### src/chained_hash_key_value_table_macros.svh
// assertion macros for the chained hash key/value table
`ifndef CHAINED_HASH_KEY_VALUE_TABLE_MACROS_SVH
`define CHAINED_HASH_KEY_VALUE_TABLE_MACROS_SVH
`ifndef SYNTHESIS
`define CHKVT_ASSERT_IMPLY(lbl, ante, cons) \
  lbl: assert property (@(posedge clk_i) disable iff (!rst_ni) (ante) |-> (cons)) \
    else $error("chkvt: same-cycle check failed");
`define CHKVT_ASSERT_NEXT(lbl, ante, cons) \
  lbl: assert property (@(posedge clk_i) disable iff (!rst_ni) (ante) |=> (cons)) \
    else $error("chkvt: next-cycle check failed");
`else
`define CHKVT_ASSERT_IMPLY(lbl, ante, cons)
`define CHKVT_ASSERT_NEXT(lbl, ante, cons)
`endif
`endif

### src/chkvt_pkg.sv
// shared constants, types and hash helpers of the chained hash table
package chkvt_pkg;

  localparam int unsigned CAPACITY    = 64;
  localparam int unsigned BUCKETS     = 397;
  localparam int unsigned KEY_BYTES   = 4;
  localparam int unsigned SlotW       = $clog2(CAPACITY);
  localparam int unsigned LinkW       = SlotW + 1;
  localparam int unsigned BktW        = $clog2(BUCKETS);
  localparam logic [LinkW-1:0] NIL    = LinkW'(CAPACITY);

  localparam logic [63:0] FNV_BASIS   = 64'hcbf29ce484222325;
  // prime is 2^40 + 0x1b3
  localparam logic [63:0] FNV_PRIME_LO = 64'h1b3;

  typedef enum logic [1:0] {
    FUNC_INSERT,
    FUNC_REMOVE,
    FUNC_LOOKUP,
    FUNC_CLEAR
  } func_e;

  typedef struct packed {
    func_e            func;
    logic [31:0]      key;
    logic [31:0]      value;
    logic [BktW-1:0]  bucket;
  } op_t;

  typedef struct packed {
    logic              found;
    logic [31:0]       value;
    logic              full_drop;
    logic [LinkW-1:0]  count;
  } res_t;

  function automatic logic [63:0] fnv_step(input logic [63:0] h, input logic [7:0] b);
    logic [63:0] x;
    x = h ^ {56'd0, b};
    return (x << 40) + (x * FNV_PRIME_LO);
  endfunction

  // r = (r * 256 + b) mod BUCKETS, restoring steps on a narrow word
  function automatic logic [BktW-1:0] mod_step(input logic [BktW-1:0] r, input logic [7:0] b);
    logic [BktW+7:0] x;
    x = {r, b};
    for (int i = 7; i >= 0; i--) begin
      if (x >= ((BktW+8)'(BUCKETS) << i)) begin
        x = x - ((BktW+8)'(BUCKETS) << i);
      end
    end
    return x[BktW-1:0];
  endfunction

endpackage

### src/chkvt_fifo.sv
// two-entry operation queue between front and back end
module chkvt_fifo import chkvt_pkg::*; (
  input  logic clk_i,
  input  logic rst_ni,
  input  op_t  wdata_i,
  input  logic wvalid_i,
  output logic wready_o,
  output op_t  rdata_o,
  output logic rvalid_o,
  input  logic rready_i
);

  op_t        mem_q [2];
  logic       wptr_q;
  logic       rptr_q;
  logic [1:0] cnt_q;
  logic       do_wr;
  logic       do_rd;

  assign wready_o = (cnt_q != 2'd2);
  assign rvalid_o = (cnt_q != 2'd0);
  assign rdata_o  = mem_q[rptr_q];
  assign do_wr    = wvalid_i && wready_o;
  assign do_rd    = rvalid_o && rready_i;

  always_ff @(posedge clk_i or negedge rst_ni) begin
    if (!rst_ni) begin
      wptr_q <= 1'b0;
      rptr_q <= 1'b0;
      cnt_q  <= '0;
    end else begin
      if (do_wr) begin
        wptr_q <= ~wptr_q;
      end
      if (do_rd) begin
        rptr_q <= ~rptr_q;
      end
      if (do_wr && !do_rd) begin
        cnt_q <= cnt_q + 2'd1;
      end else if (do_rd && !do_wr) begin
        cnt_q <= cnt_q - 2'd1;
      end
    end
  end

  always_ff @(posedge clk_i) begin
    if (do_wr) begin
      mem_q[wptr_q] <= wdata_i;
    end
  end

endmodule

### config.mk
export PLATFORM = sky130hd
export DESIGN_NAME = chkvt_fifo
export DESIGN_NICKNAME = d
export VERILOG_FILES = /design/src/chained_hash_key_value_table_macros.svh /design/src/chkvt_pkg.sv /design/src/chkvt_fifo.sv
export SDC_FILE = /design/constraint.sdc
export NUM_CORES = 1
export LEC_CHECK = 0
export BUFFER_PORTS_ARGS = -buffer_cell sky130_fd_sc_hd__buf_4
export CORE_MARGIN = 2
export CORE_UTILIZATION = 40
export DETAILED_ROUTE_END_ITERATION = 16
export GPL_ROUTABILITY_DRIVEN = 0
export SYNTH_ARGS = -nofsm -noshare
export SYNTH_HDL_FRONTEND = slang
export SYNTH_SLANG_ARGS = --single-unit
### constraint.sdc
create_clock -name clk_i -period 5.1 [get_ports clk_i]
set_input_delay 0.51 -clock clk_i [delete_from_list [all_inputs] [get_ports clk_i]]
set_output_delay 0.51 -clock clk_i [all_outputs]
set_load 0.05 [all_outputs]
==> flow_summary_export.csv <==
group,metric,value,unit
pwr,clkPwrFrac,0.223,
pwr,power.net_switching,2.05,mW
timing,finalSetupViolations,0,
route,ant_nets,0,
synthesis,synth.area.mux_share,0.173,
final_layout,drive_gt1_frac,0.607,
place,dp_hpwl,6.30,mm
worst_setup_path,path_delay_family,"flip-flops",
final_layout,antenna_cells,0,
run,drv_cap,0,
synthesis,synth-compound-area-share,0,
pwr,powerDensity,688,nW/um2
global_route,grt_pass1_vias,2864,
synthesis,ys_top_cells_by_area,"edfxtp_1, mux2_4, mux2_2, dfrtp_1, buf_6",
worst_setup_path,cp_num_buf_inv,2,
worst_setup_path,worstPathRequired,4.59,ns
clocking,path_clk_slew,0.06,ns
final_layout,fill_cells,1139,
synthesis,avgSynthCellArea,23.0,um2
place,postPlaceCellArea,7130,um2
synthesis,synth-simple-area-share,0.00586,
synthesis,yosysMostFrequentCell,"edfxtp_1",
global_route,grt_pass1_wl,14.3,mm
synthesis,syn-num-nets,331,
pwr,seqPwrFrac,0.359,
timing,fin_tns_setup,0,ns
worst_setup_path,arrival,2.52,ns
timing,max_freq,330,MHz
pwr,internal_power,3.24,mW
global_route,grt_max_degree,76,
clocking,clock_sinks,154,
synthesis,synthXorXnorAreaFrac,0.00760,
worst_setup_path,crit_cells,3,
synthesis,synth-adder-area-share,0.00217,
timing,hold_viol_final,0,
worst_setup_path,cp_common_cell,"buf_4",
final_layout,design_area,7690,um2
global_route,overflow,0,
hold_path,holdCritPathClass,"in2reg",
synthesis,synth-edff-count,150,
clocking,cts_tree,"built",
route,wl_per_cell,16.4,um
worst_setup_path,slowest_delay,0.96,ns
pwr,pwr-share-comb,0.418,
timing,tightest_slew,1.16,ns
final_layout,nNetsFinal,500,
worst_setup_path,worstRegToRegCells,4,
clocking,cts_root_buffer,"clkbuf_16",
place,io_buffers,155,
route,vias,2801,
synthesis,ys_seq_area_frac,0.799,
pwr,ir_worst_vdd,0.391,mV
synthesis,synth_common_cells,"edfxtp_1, mux2_4, mux2_2",
synthesis,ys_ff_latch,154,
synthesis,synth_top_area_frac,0.782,
place,place_ws,2.43,ns
final_layout,area_growth,33.6,%
timing,skew,0.00538,ns
clocking,numCtsBuffers,17,
hold_path,worstHoldPathCells,1,
clocking,ctsResizeCount,0,
global_route,track_usage,0.129,
floorplanning,die_area,15400,um2
worst_setup_path,crit_chain,"buf_4 > mux2_2 > buf_4",
pwr,leakage,2.98,nW
worst_setup_path,critPathMaxFanout,47,
clocking,clock_latency,0.41,ns
clocking,htreeDepth,4,
floorplanning,row_count,43,
worst_setup_path,slowest_stage,"dfrtp_4",
timing,drv_slew,0,
route,drt_iter0_drc,111,
floorplanning,core_area,14000,um2
synthesis,ys.flop_type,"edfxtp_1",
floorplanning,die_w,124,um
route,dr.pass1.iters,6,
outcome,status,"finished, final reports clean",
synthesis,yosysUniqueCellTypes,16,
worst_setup_path,crit_type,"reg2out",
timing,setup_ws,2.07,ns
timing,fin_crit,3.03,ns
floorplanning,die_height,124,um
global_route,antenna_found_initial,0,
worst_setup_path,crit_path_start_kind,"flip-flop",
timing,rsz0062_at_grt,"false",
floorplanning,start_util,0.412,
timing,final.period_utilization,0.595,
route,drc_errors,0,
route,postRouteWirelength,10.1,mm
synthesis,synth_area,5760,um2
synthesis,synth_warnings,0,
clocking,cts_setup_buffers,0,
synthesis,async_reset_ff_frac,0.0260,
synthesis,synth_cells,251,
clocking,clock_path_buffers,2,
synthesis,synth_top_family_by_area,"multiplexers",
route,viasPerCell,4.57,
worst_setup_path,cp-end-kind,"output pin",
pwr,p_sw_frac,0.387,
floorplanning,io_pins,156,
timing,max_slew_margin,0.222,
synthesis,synth.largest_area_cell,"edfxtp_1",
==> cell type report <==
cell class / instances / area [um2] / area share
repair buffers: 158 / 1200 / 0.156
clock buffers: 17 / 425 / 0.0553
inverters: 1 / 3.75 / 0.000488
well taps: 180 / 225 / 0.0293
multi-input cells: 88 / 1100 / 0.143
flip-flops and latches: 154 / 4610 / 0.599
clock inverters: 15 / 133 / 0.0172
==> worst paths after layout <==
kind	from	end	slack [ns]
max in group asynchronous	rst_ni	rptr_q	4.52
hold reg to reg	cnt_q[1]	cnt_q[1]	0.50
setup / recovery	rptr_q	rdata_o[66]	2.07
hold / removal	wdata_i[40]	mem_q[0][40]	0.28
setup reg to reg	cnt_q[0]	mem_q[0][26]	2.80
min in group asynchronous	rst_ni	cnt_q[0]	0.46
==> layout by cell type (no fill, tap or decap), types with 2 or more instances in the layout <==
master,instances
buf_4,156
bufinv_16,2
clkbuf_16,17
clkinv_1,5
clkinv_2,3
clkinvlp_4,4
dfrtp_1,3
edfxtp_1,150
mux2_2,35
mux2_4,40
nand2_1,2
xnor2_1,3
xor2_1,2
==> kinds of logic (layout without fill, tap and decap cells) <==
kind of cell,Yosys count,count (layout)
adder cells (fa/ha/maj),1,1
AND/OR/NAND/NOR,7,7
buffers and inverters,9,191
XOR/XNOR,5,5
flip-flops,154,154
multiplexers,75,75
==> metal layers <==
layer,vias up,part of all wire,global-route usage
met5,-,0,0
met4,0,0.0084,0.0506
met3,8,0.083,0.0554
met2,106,0.48,0.202
met1,1355,0.43,0.158
li1,1332,-,-
==> power by group through the flow <==
stage               clock (mW)  sequential, mW  combinational [mW]
floorplan                    0            1.83                1.76
global placement             0            1.93                2.24
detailed placement           0            1.93                2.24
CTS                       1.21            1.91                2.25
global route              1.27            1.94                2.32
finish                    1.18            1.90                2.21
==> sequential cells by signal, indices dropped and copies added (netlist names) <==
name	cells
cnt_q	2
mem_q	150
rptr_q	1
wptr_q	1
==> worst reg2reg max path, delay by kind of cell (launching register included) <==
family,cells,cell delay [ns]
and+or+nand+nor,3,1.24
DFF,1,0.40
buffers and inverters,1,0.35
==> timing repair <==
action	CTS	global route
hold buffers	1	0
hold endpoints to repair	4	0
endpoints found under the setup margin	0	0
==> stage by stage <==
stage / util / total power, mW / instances / hold slack (ns)
finish: 0.550 / 5.29 / 613 / 0.285
global route: 0.550 / 5.52 / 613 / 0.254
CTS: 0.550 / 5.37 / 613 / 0.262
detailed placement: 0.509 / 4.18 / 580 / 0.311
global placement: 0.509 / 4.16 / 580 / 0.309
floorplan: - / 3.59 / 251 / 0.214
Note: power is estimated with default switching activity, not from simulation.
