## config.mk

```make
export PLATFORM = sky130hd
export DESIGN_NAME = chkvt_front
export DESIGN_NICKNAME = d
export VERILOG_FILES = /design/src/chained_hash_key_value_table_macros.svh /design/src/chkvt_pkg.sv /design/src/chkvt_front.sv
export SDC_FILE = /design/constraint.sdc
export NUM_CORES = 1
export LEC_CHECK = 0
export BUFFER_PORTS_ARGS = -buffer_cell sky130_fd_sc_hd__buf_2
export CAP_MARGIN = 10
export CORE_MARGIN = 2
export CORE_UTILIZATION = 50
export CTS_BUF_LIST = sky130_fd_sc_hd__clkbuf_4
export CTS_CLUSTER_DIAMETER = 80
export DETAILED_ROUTE_END_ITERATION = 10
export HOLD_SLACK_MARGIN = 0.02
export PLACE_DENSITY = 0.79
export SLEW_MARGIN = 10
export SYNTH_ARGS = -nofsm -noshare
export SYNTH_HDL_FRONTEND = slang
export SYNTH_SLANG_ARGS = --single-unit
```

## constraint.sdc

```tcl
create_clock -name clk_i -period 19 [get_ports clk_i]
set_input_delay 0 -clock clk_i [delete_from_list [all_inputs] [get_ports clk_i]]
set_output_delay 0 -clock clk_i [all_outputs]
set_load 0.01 [all_outputs]
```

## src/chained_hash_key_value_table_macros.svh

```systemverilog
// assertion macros for the chained hash key/value table
`ifndef CHAINED_HASH_KEY_VALUE_TABLE_MACROS_SVH
`define CHAINED_HASH_KEY_VALUE_TABLE_MACROS_SVH
`ifndef SYNTHESIS
`define CHKVT_ASSERT_IMPLY(lbl, ante, cons) \
  lbl: assert property (@(posedge clk_i) disable iff (!rst_ni) (ante) |-> (cons)) \
    else $error("chkvt: same-cycle check failed");
`define CHKVT_ASSERT_NEXT(lbl, ante, cons) \
  lbl: assert property (@(posedge clk_i) disable iff (!rst_ni) (ante) |=> (cons)) \
    else $error("chkvt: next-cycle check failed");
`else
`define CHKVT_ASSERT_IMPLY(lbl, ante, cons)
`define CHKVT_ASSERT_NEXT(lbl, ante, cons)
`endif
`endif

```

## src/chkvt_pkg.sv

```systemverilog
// shared constants, types and hash helpers of the chained hash table
package chkvt_pkg;

  localparam int unsigned CAPACITY    = 64;
  localparam int unsigned BUCKETS     = 397;
  localparam int unsigned KEY_BYTES   = 4;
  localparam int unsigned SlotW       = $clog2(CAPACITY);
  localparam int unsigned LinkW       = SlotW + 1;
  localparam int unsigned BktW        = $clog2(BUCKETS);
  localparam logic [LinkW-1:0] NIL    = LinkW'(CAPACITY);

  localparam logic [63:0] FNV_BASIS   = 64'hcbf29ce484222325;
  // prime is 2^40 + 0x1b3
  localparam logic [63:0] FNV_PRIME_LO = 64'h1b3;

  typedef enum logic [1:0] {
    FUNC_INSERT,
    FUNC_REMOVE,
    FUNC_LOOKUP,
    FUNC_CLEAR
  } func_e;

  typedef struct packed {
    func_e            func;
    logic [31:0]      key;
    logic [31:0]      value;
    logic [BktW-1:0]  bucket;
  } op_t;

  typedef struct packed {
    logic              found;
    logic [31:0]       value;
    logic              full_drop;
    logic [LinkW-1:0]  count;
  } res_t;

  function automatic logic [63:0] fnv_step(input logic [63:0] h, input logic [7:0] b);
    logic [63:0] x;
    x = h ^ {56'd0, b};
    return (x << 40) + (x * FNV_PRIME_LO);
  endfunction

  // r = (r * 256 + b) mod BUCKETS, restoring steps on a narrow word
  function automatic logic [BktW-1:0] mod_step(input logic [BktW-1:0] r, input logic [7:0] b);
    logic [BktW+7:0] x;
    x = {r, b};
    for (int i = 7; i >= 0; i--) begin
      if (x >= ((BktW+8)'(BUCKETS) << i)) begin
        x = x - ((BktW+8)'(BUCKETS) << i);
      end
    end
    return x[BktW-1:0];
  endfunction

endpackage

```

## src/chkvt_front.sv

```systemverilog
// front end: takes an operation, hashes the key and reduces it to a bucket
module chkvt_front import chkvt_pkg::*; (
  input  logic        clk_i,
  input  logic        rst_ni,
  input  logic        push_i,
  input  logic        hold_i,
  output logic        full_o,
  input  logic [1:0]  func_i,
  input  logic [31:0] key_i,
  input  logic [31:0] value_in_i,
  output op_t         op_o,
  output logic        op_valid_o,
  input  logic        op_ready_i
);

  typedef enum logic [1:0] {F_IDLE, F_HASH, F_MOD, F_PUSH} fstate_e;

  fstate_e     state_q;
  logic [3:0]  cnt_q;
  logic [63:0] hash_q;
  logic [31:0] key_sh_q;
  op_t         op_q;

  assign full_o     = (state_q != F_IDLE) || hold_i;
  assign op_valid_o = (state_q == F_PUSH);
  assign op_o       = op_q;

  always_ff @(posedge clk_i or negedge rst_ni) begin
    if (!rst_ni) begin
      state_q <= F_IDLE;
      cnt_q   <= '0;
    end else begin
      case (state_q)
        F_IDLE: begin
          if (push_i && !full_o) begin
            op_q.func  <= func_e'(func_i);
            op_q.key   <= key_i;
            op_q.value <= value_in_i;
            key_sh_q   <= key_i;
            hash_q     <= FNV_BASIS;
            cnt_q      <= '0;
            state_q    <= F_HASH;
          end
        end
        F_HASH: begin
          hash_q   <= fnv_step(hash_q, key_sh_q[7:0]);
          key_sh_q <= key_sh_q >> 8;
          cnt_q    <= cnt_q + 4'd1;
          if (cnt_q == 4'(KEY_BYTES - 1)) begin
            cnt_q       <= '0;
            op_q.bucket <= '0;
            state_q     <= F_MOD;
          end
        end
        F_MOD: begin
          // most significant byte first
          op_q.bucket <= mod_step(op_q.bucket, hash_q[63:56]);
          hash_q      <= hash_q << 8;
          cnt_q       <= cnt_q + 4'd1;
          if (cnt_q == 4'd7) begin
            state_q <= F_PUSH;
          end
        end
        F_PUSH: begin
          if (op_ready_i) begin
            state_q <= F_IDLE;
          end
        end
        default: state_q <= F_IDLE;
      endcase
    end
  end

endmodule

```

==> impl_metrics.json <==
{
  "status": "completed",
  "yosys_warnings": 0,
  "grt_max_degree": 78,
  "synth_cell_types": 116,
  "synth_seq_cells": 177,
  "core_region_area_sq_um": 41900,
  "cts.sinks": 177,
  "ys_seq_area_share_pct": 24.9,
  "start_kind": "flop",
  "postRouteAntennaNets": 0,
  "pin_count": 148,
  "ys.flop_type": "edfxtp_1",
  "synthesis.nets": 2588,
  "cts_max_path_buffers": 2,
  "ys_async_sr_fraction_pct": 3.39,
  "whs_endpoint": "op_o[38]",
  "rsz0062_at_grt": "no",
  "period_minus_slack_ns": 11.26,
  "gp_congestion": 0.999,
  "ctsHtreeMaxLevel": 4,
  "yosysTopAreaCell": "edfxtp_1",
  "crit_arrival_ns": 11.68,
  "via_count": 16500,
  "slew_headroom_pct": 27.4,
  "ctsHoldBuffers": 71,
  "grt_pass1_vias": 17300,
  "row_count": 75,
  "syn_inst": 2082,
  "fin_crit_sh_pct": 59.2,
  "track_usage_pct": 26.2,
  "dr.first_iter.drc_count": 1484,
  "maxSlewViolCount": 0,
  "dr.pass1.iters": 6,
  "met1_length_mm": 23.2,
  "port_buffers": 147,
  "tightest_slew_ns": 1.09,
  "hp-start": "value_in_i[29]",
  "drive_gt1_share_pct": 12.5,
  "fmax_ghz": 0.0888,
  "worstSetupPathType": "reg2reg",
  "fp.dieH_um": 210,
  "grt_pass1_wl_mm": 91.3,
  "maxCapViolations": 0,
  "area_growth_pct": 10.8,
  "insertion_delay_ns": 0.64,
  "path_clk_slew_ns": 0.19,
  "cp_slowest_stage_delay_ns": 0.70,
  "dpl.hpwl_mm": 44.3,
  "synth.avg_cell_area_sq_um": 10.2,
  "wl_per_cell_um": 19.8,
  "fin_tns_setup_ns": 0,
  "synth_area_sq_um": 21300,
  "overflow": 0,
  "hold_path_depth": 2,
  "skew_ns": 0.0349,
  "final_nets": 2781,
  "cts_setup_buffers": 0,
  "die_w_um": 210,
  "dieArea_sq_um": 44200,
  "antenna_found_initial": 2,
  "finalSetupViolations": 0,
  "reg2reg_depth": 32,
  "cts_tree": "done",
  "synthTopCellsByArea": "edfxtp_1 24%, fa_1 23%, ha_1 11%",
  "cp_max_fo": 21,
  "met3_length_mm": 3.99,
  "cts_resized": 0,
  "r2r_setup_slack_ns": 7.74,
  "cp.required_ns": 19.42,
  "clockRootBuffer": "clkbuf_4",
  "r2r-start": "hash_q[57]",
  "crit_top_cell": "o21ai_1",
  "cp_slowest_cell": "a31oi_2",
  "ys_top_cells_by_count": "379 x inv_1, 248 x fa_1, 187 x ha_1, 171 x edfxtp_1, 118 x nor2_1",
  "highest_layer": "met4",
  "numCtsBuffers": 17,
  "drc": 0,
  "timing.rr.end": "op_o[3]",
  "synth_edf_count": 171,
  "crit_path_end_kind": "flop",
  "met2_length_mm": 26.8,
  "routed_wl_mm": 56.1,
  "viasPerCell": 5.82,
  "synth_top_cell_area_share_pct": 24.2,
  "hp-class": "in2reg",
  "yosysMostFrequentCell": "inv_1",
  "start_util_pct": 50.7,
  "final_hold_viol_count": 0
}
==> per-layer routing <==
metal	vias to the layer above	GRT usage [%]
li1	7558	-
met1	8059	34.8
met2	723	43.9
met3	123	3.80
met4	0	9.42
met5	-	0
==> per-stage QoR <==
stage	instances	hold WS, ns	worst slack [ns]	utilization (%)	cell area, sq um
2_1_floorplan	2082	-0.296	9.78	-	21300
3_3_place_gp	2724	-0.152	8.29	53.7	22500
3_5_place_dp	2724	-0.147	7.94	53.7	22500
4_1_cts	2827	0.0270	7.91	56.2	23600
5_1_grt	2829	0.0417	6.74	56.2	23600
6_report	2829	0.0603	7.74	56.2	23600
==> registers in the layout (all words and copies together) (netlist names) <==
signal and cells:
hash_q 64, op_o 75, cnt_q 4, state_q 2
key_sh_q 32
==> layout make-up <==
class / instances / area, sq um
Timing Repair Buffer: 225 / 1500
Clock inverter: 15 / 181
Multi-Input combinational cell: 1471 / 14400
Tap cell: 539 / 674
Fill cell: 3451 / 18400
Inverter: 383 / 1440
Antenna cell: 2 / 5.00
Sequential cell: 177 / 5290
Clock buffer: 17 / 128
==> critical path, delay by kind of cell (launching register included) <==
kind | cells | cell delay [ns]
buf+inv | 2 | 0.37
xor+xnor | 2 | 0.65
mux | 2 | 0.80
simple gates | 9 | 2.65
flops | 1 | 0.66
fa+ha+maj | 2 | 0.50
compound gates | 15 | 5.44
==> how the worst max path moves through the flow <==
stage,from,endpoint,slack (ns),depth (start not counted)
floorplan,hash_q[58],op_o[3],9.78,35
global placement,hash_q[57],op_o[3],8.29,33
detailed placement,hash_q[57],op_o[3],7.94,32
CTS,hash_q[57],op_o[3],7.91,32
global route,hash_q[57],op_o[3],6.74,32
finish,hash_q[57],op_o[3],7.74,32
==> cells in the final DEF, fill, tap and decap left out, types with 10 or more instances in the layout <==
| cell type | Yosys | final |
|---|---|---|
| a211oi_1 | 11 | 11 |
| and3_1 | 10 | 10 |
| ha_1 | 187 | 185 |
| a21o_1 | 24 | 24 |
| clkbuf_4 | 0 | 17 |
| xor2_1 | 31 | 31 |
| o31ai_1 | 12 | 12 |
| dlygate4sd3_1 | 0 | 71 |
| nand2_1 | 98 | 98 |
| nand3_1 | 34 | 34 |
| and2_1 | 18 | 17 |
| edfxtp_1 | 171 | 171 |
| inv_1 | 379 | 379 |
| nor3_1 | 26 | 26 |
| xnor2_1 | 69 | 69 |
| nor2_1 | 118 | 117 |
| or3_1 | 13 | 13 |
| o211ai_1 | 13 | 13 |
| mux2i_1 | 25 | 25 |
| or2_2 | 13 | 13 |
| nand2b_1 | 15 | 15 |
| a21oi_1 | 81 | 80 |
| buf_2 | 7 | 147 |
| a22oi_1 | 30 | 30 |
| o21ai_0 | 81 | 81 |
| a31oi_1 | 12 | 12 |
| nor2b_1 | 29 | 29 |
| o21a_1 | 18 | 18 |
| mux2_2 | 31 | 31 |
| fa_1 | 248 | 248 |
| a221o_1 | 25 | 25 |
| o21ai_1 | 17 | 17 |
==> logic make-up (layout without fill, tap and decap cells) <==
family	Yosys count	after routing	share of synthesized area, %
compound gates	446	446	15.3
xor+xnor	102	102	4.27
fa+ha+maj	437	437	34.5
buf+inv	434	640	7.78
flops	177	177	24.9
mux	60	60	3.06
other cells	0	2	0
simple gates	426	426	10.3
Power is left out: the tool's default activity adds up to more than one toggle a clock period on the data nets, which glitch-free logic cannot reach.
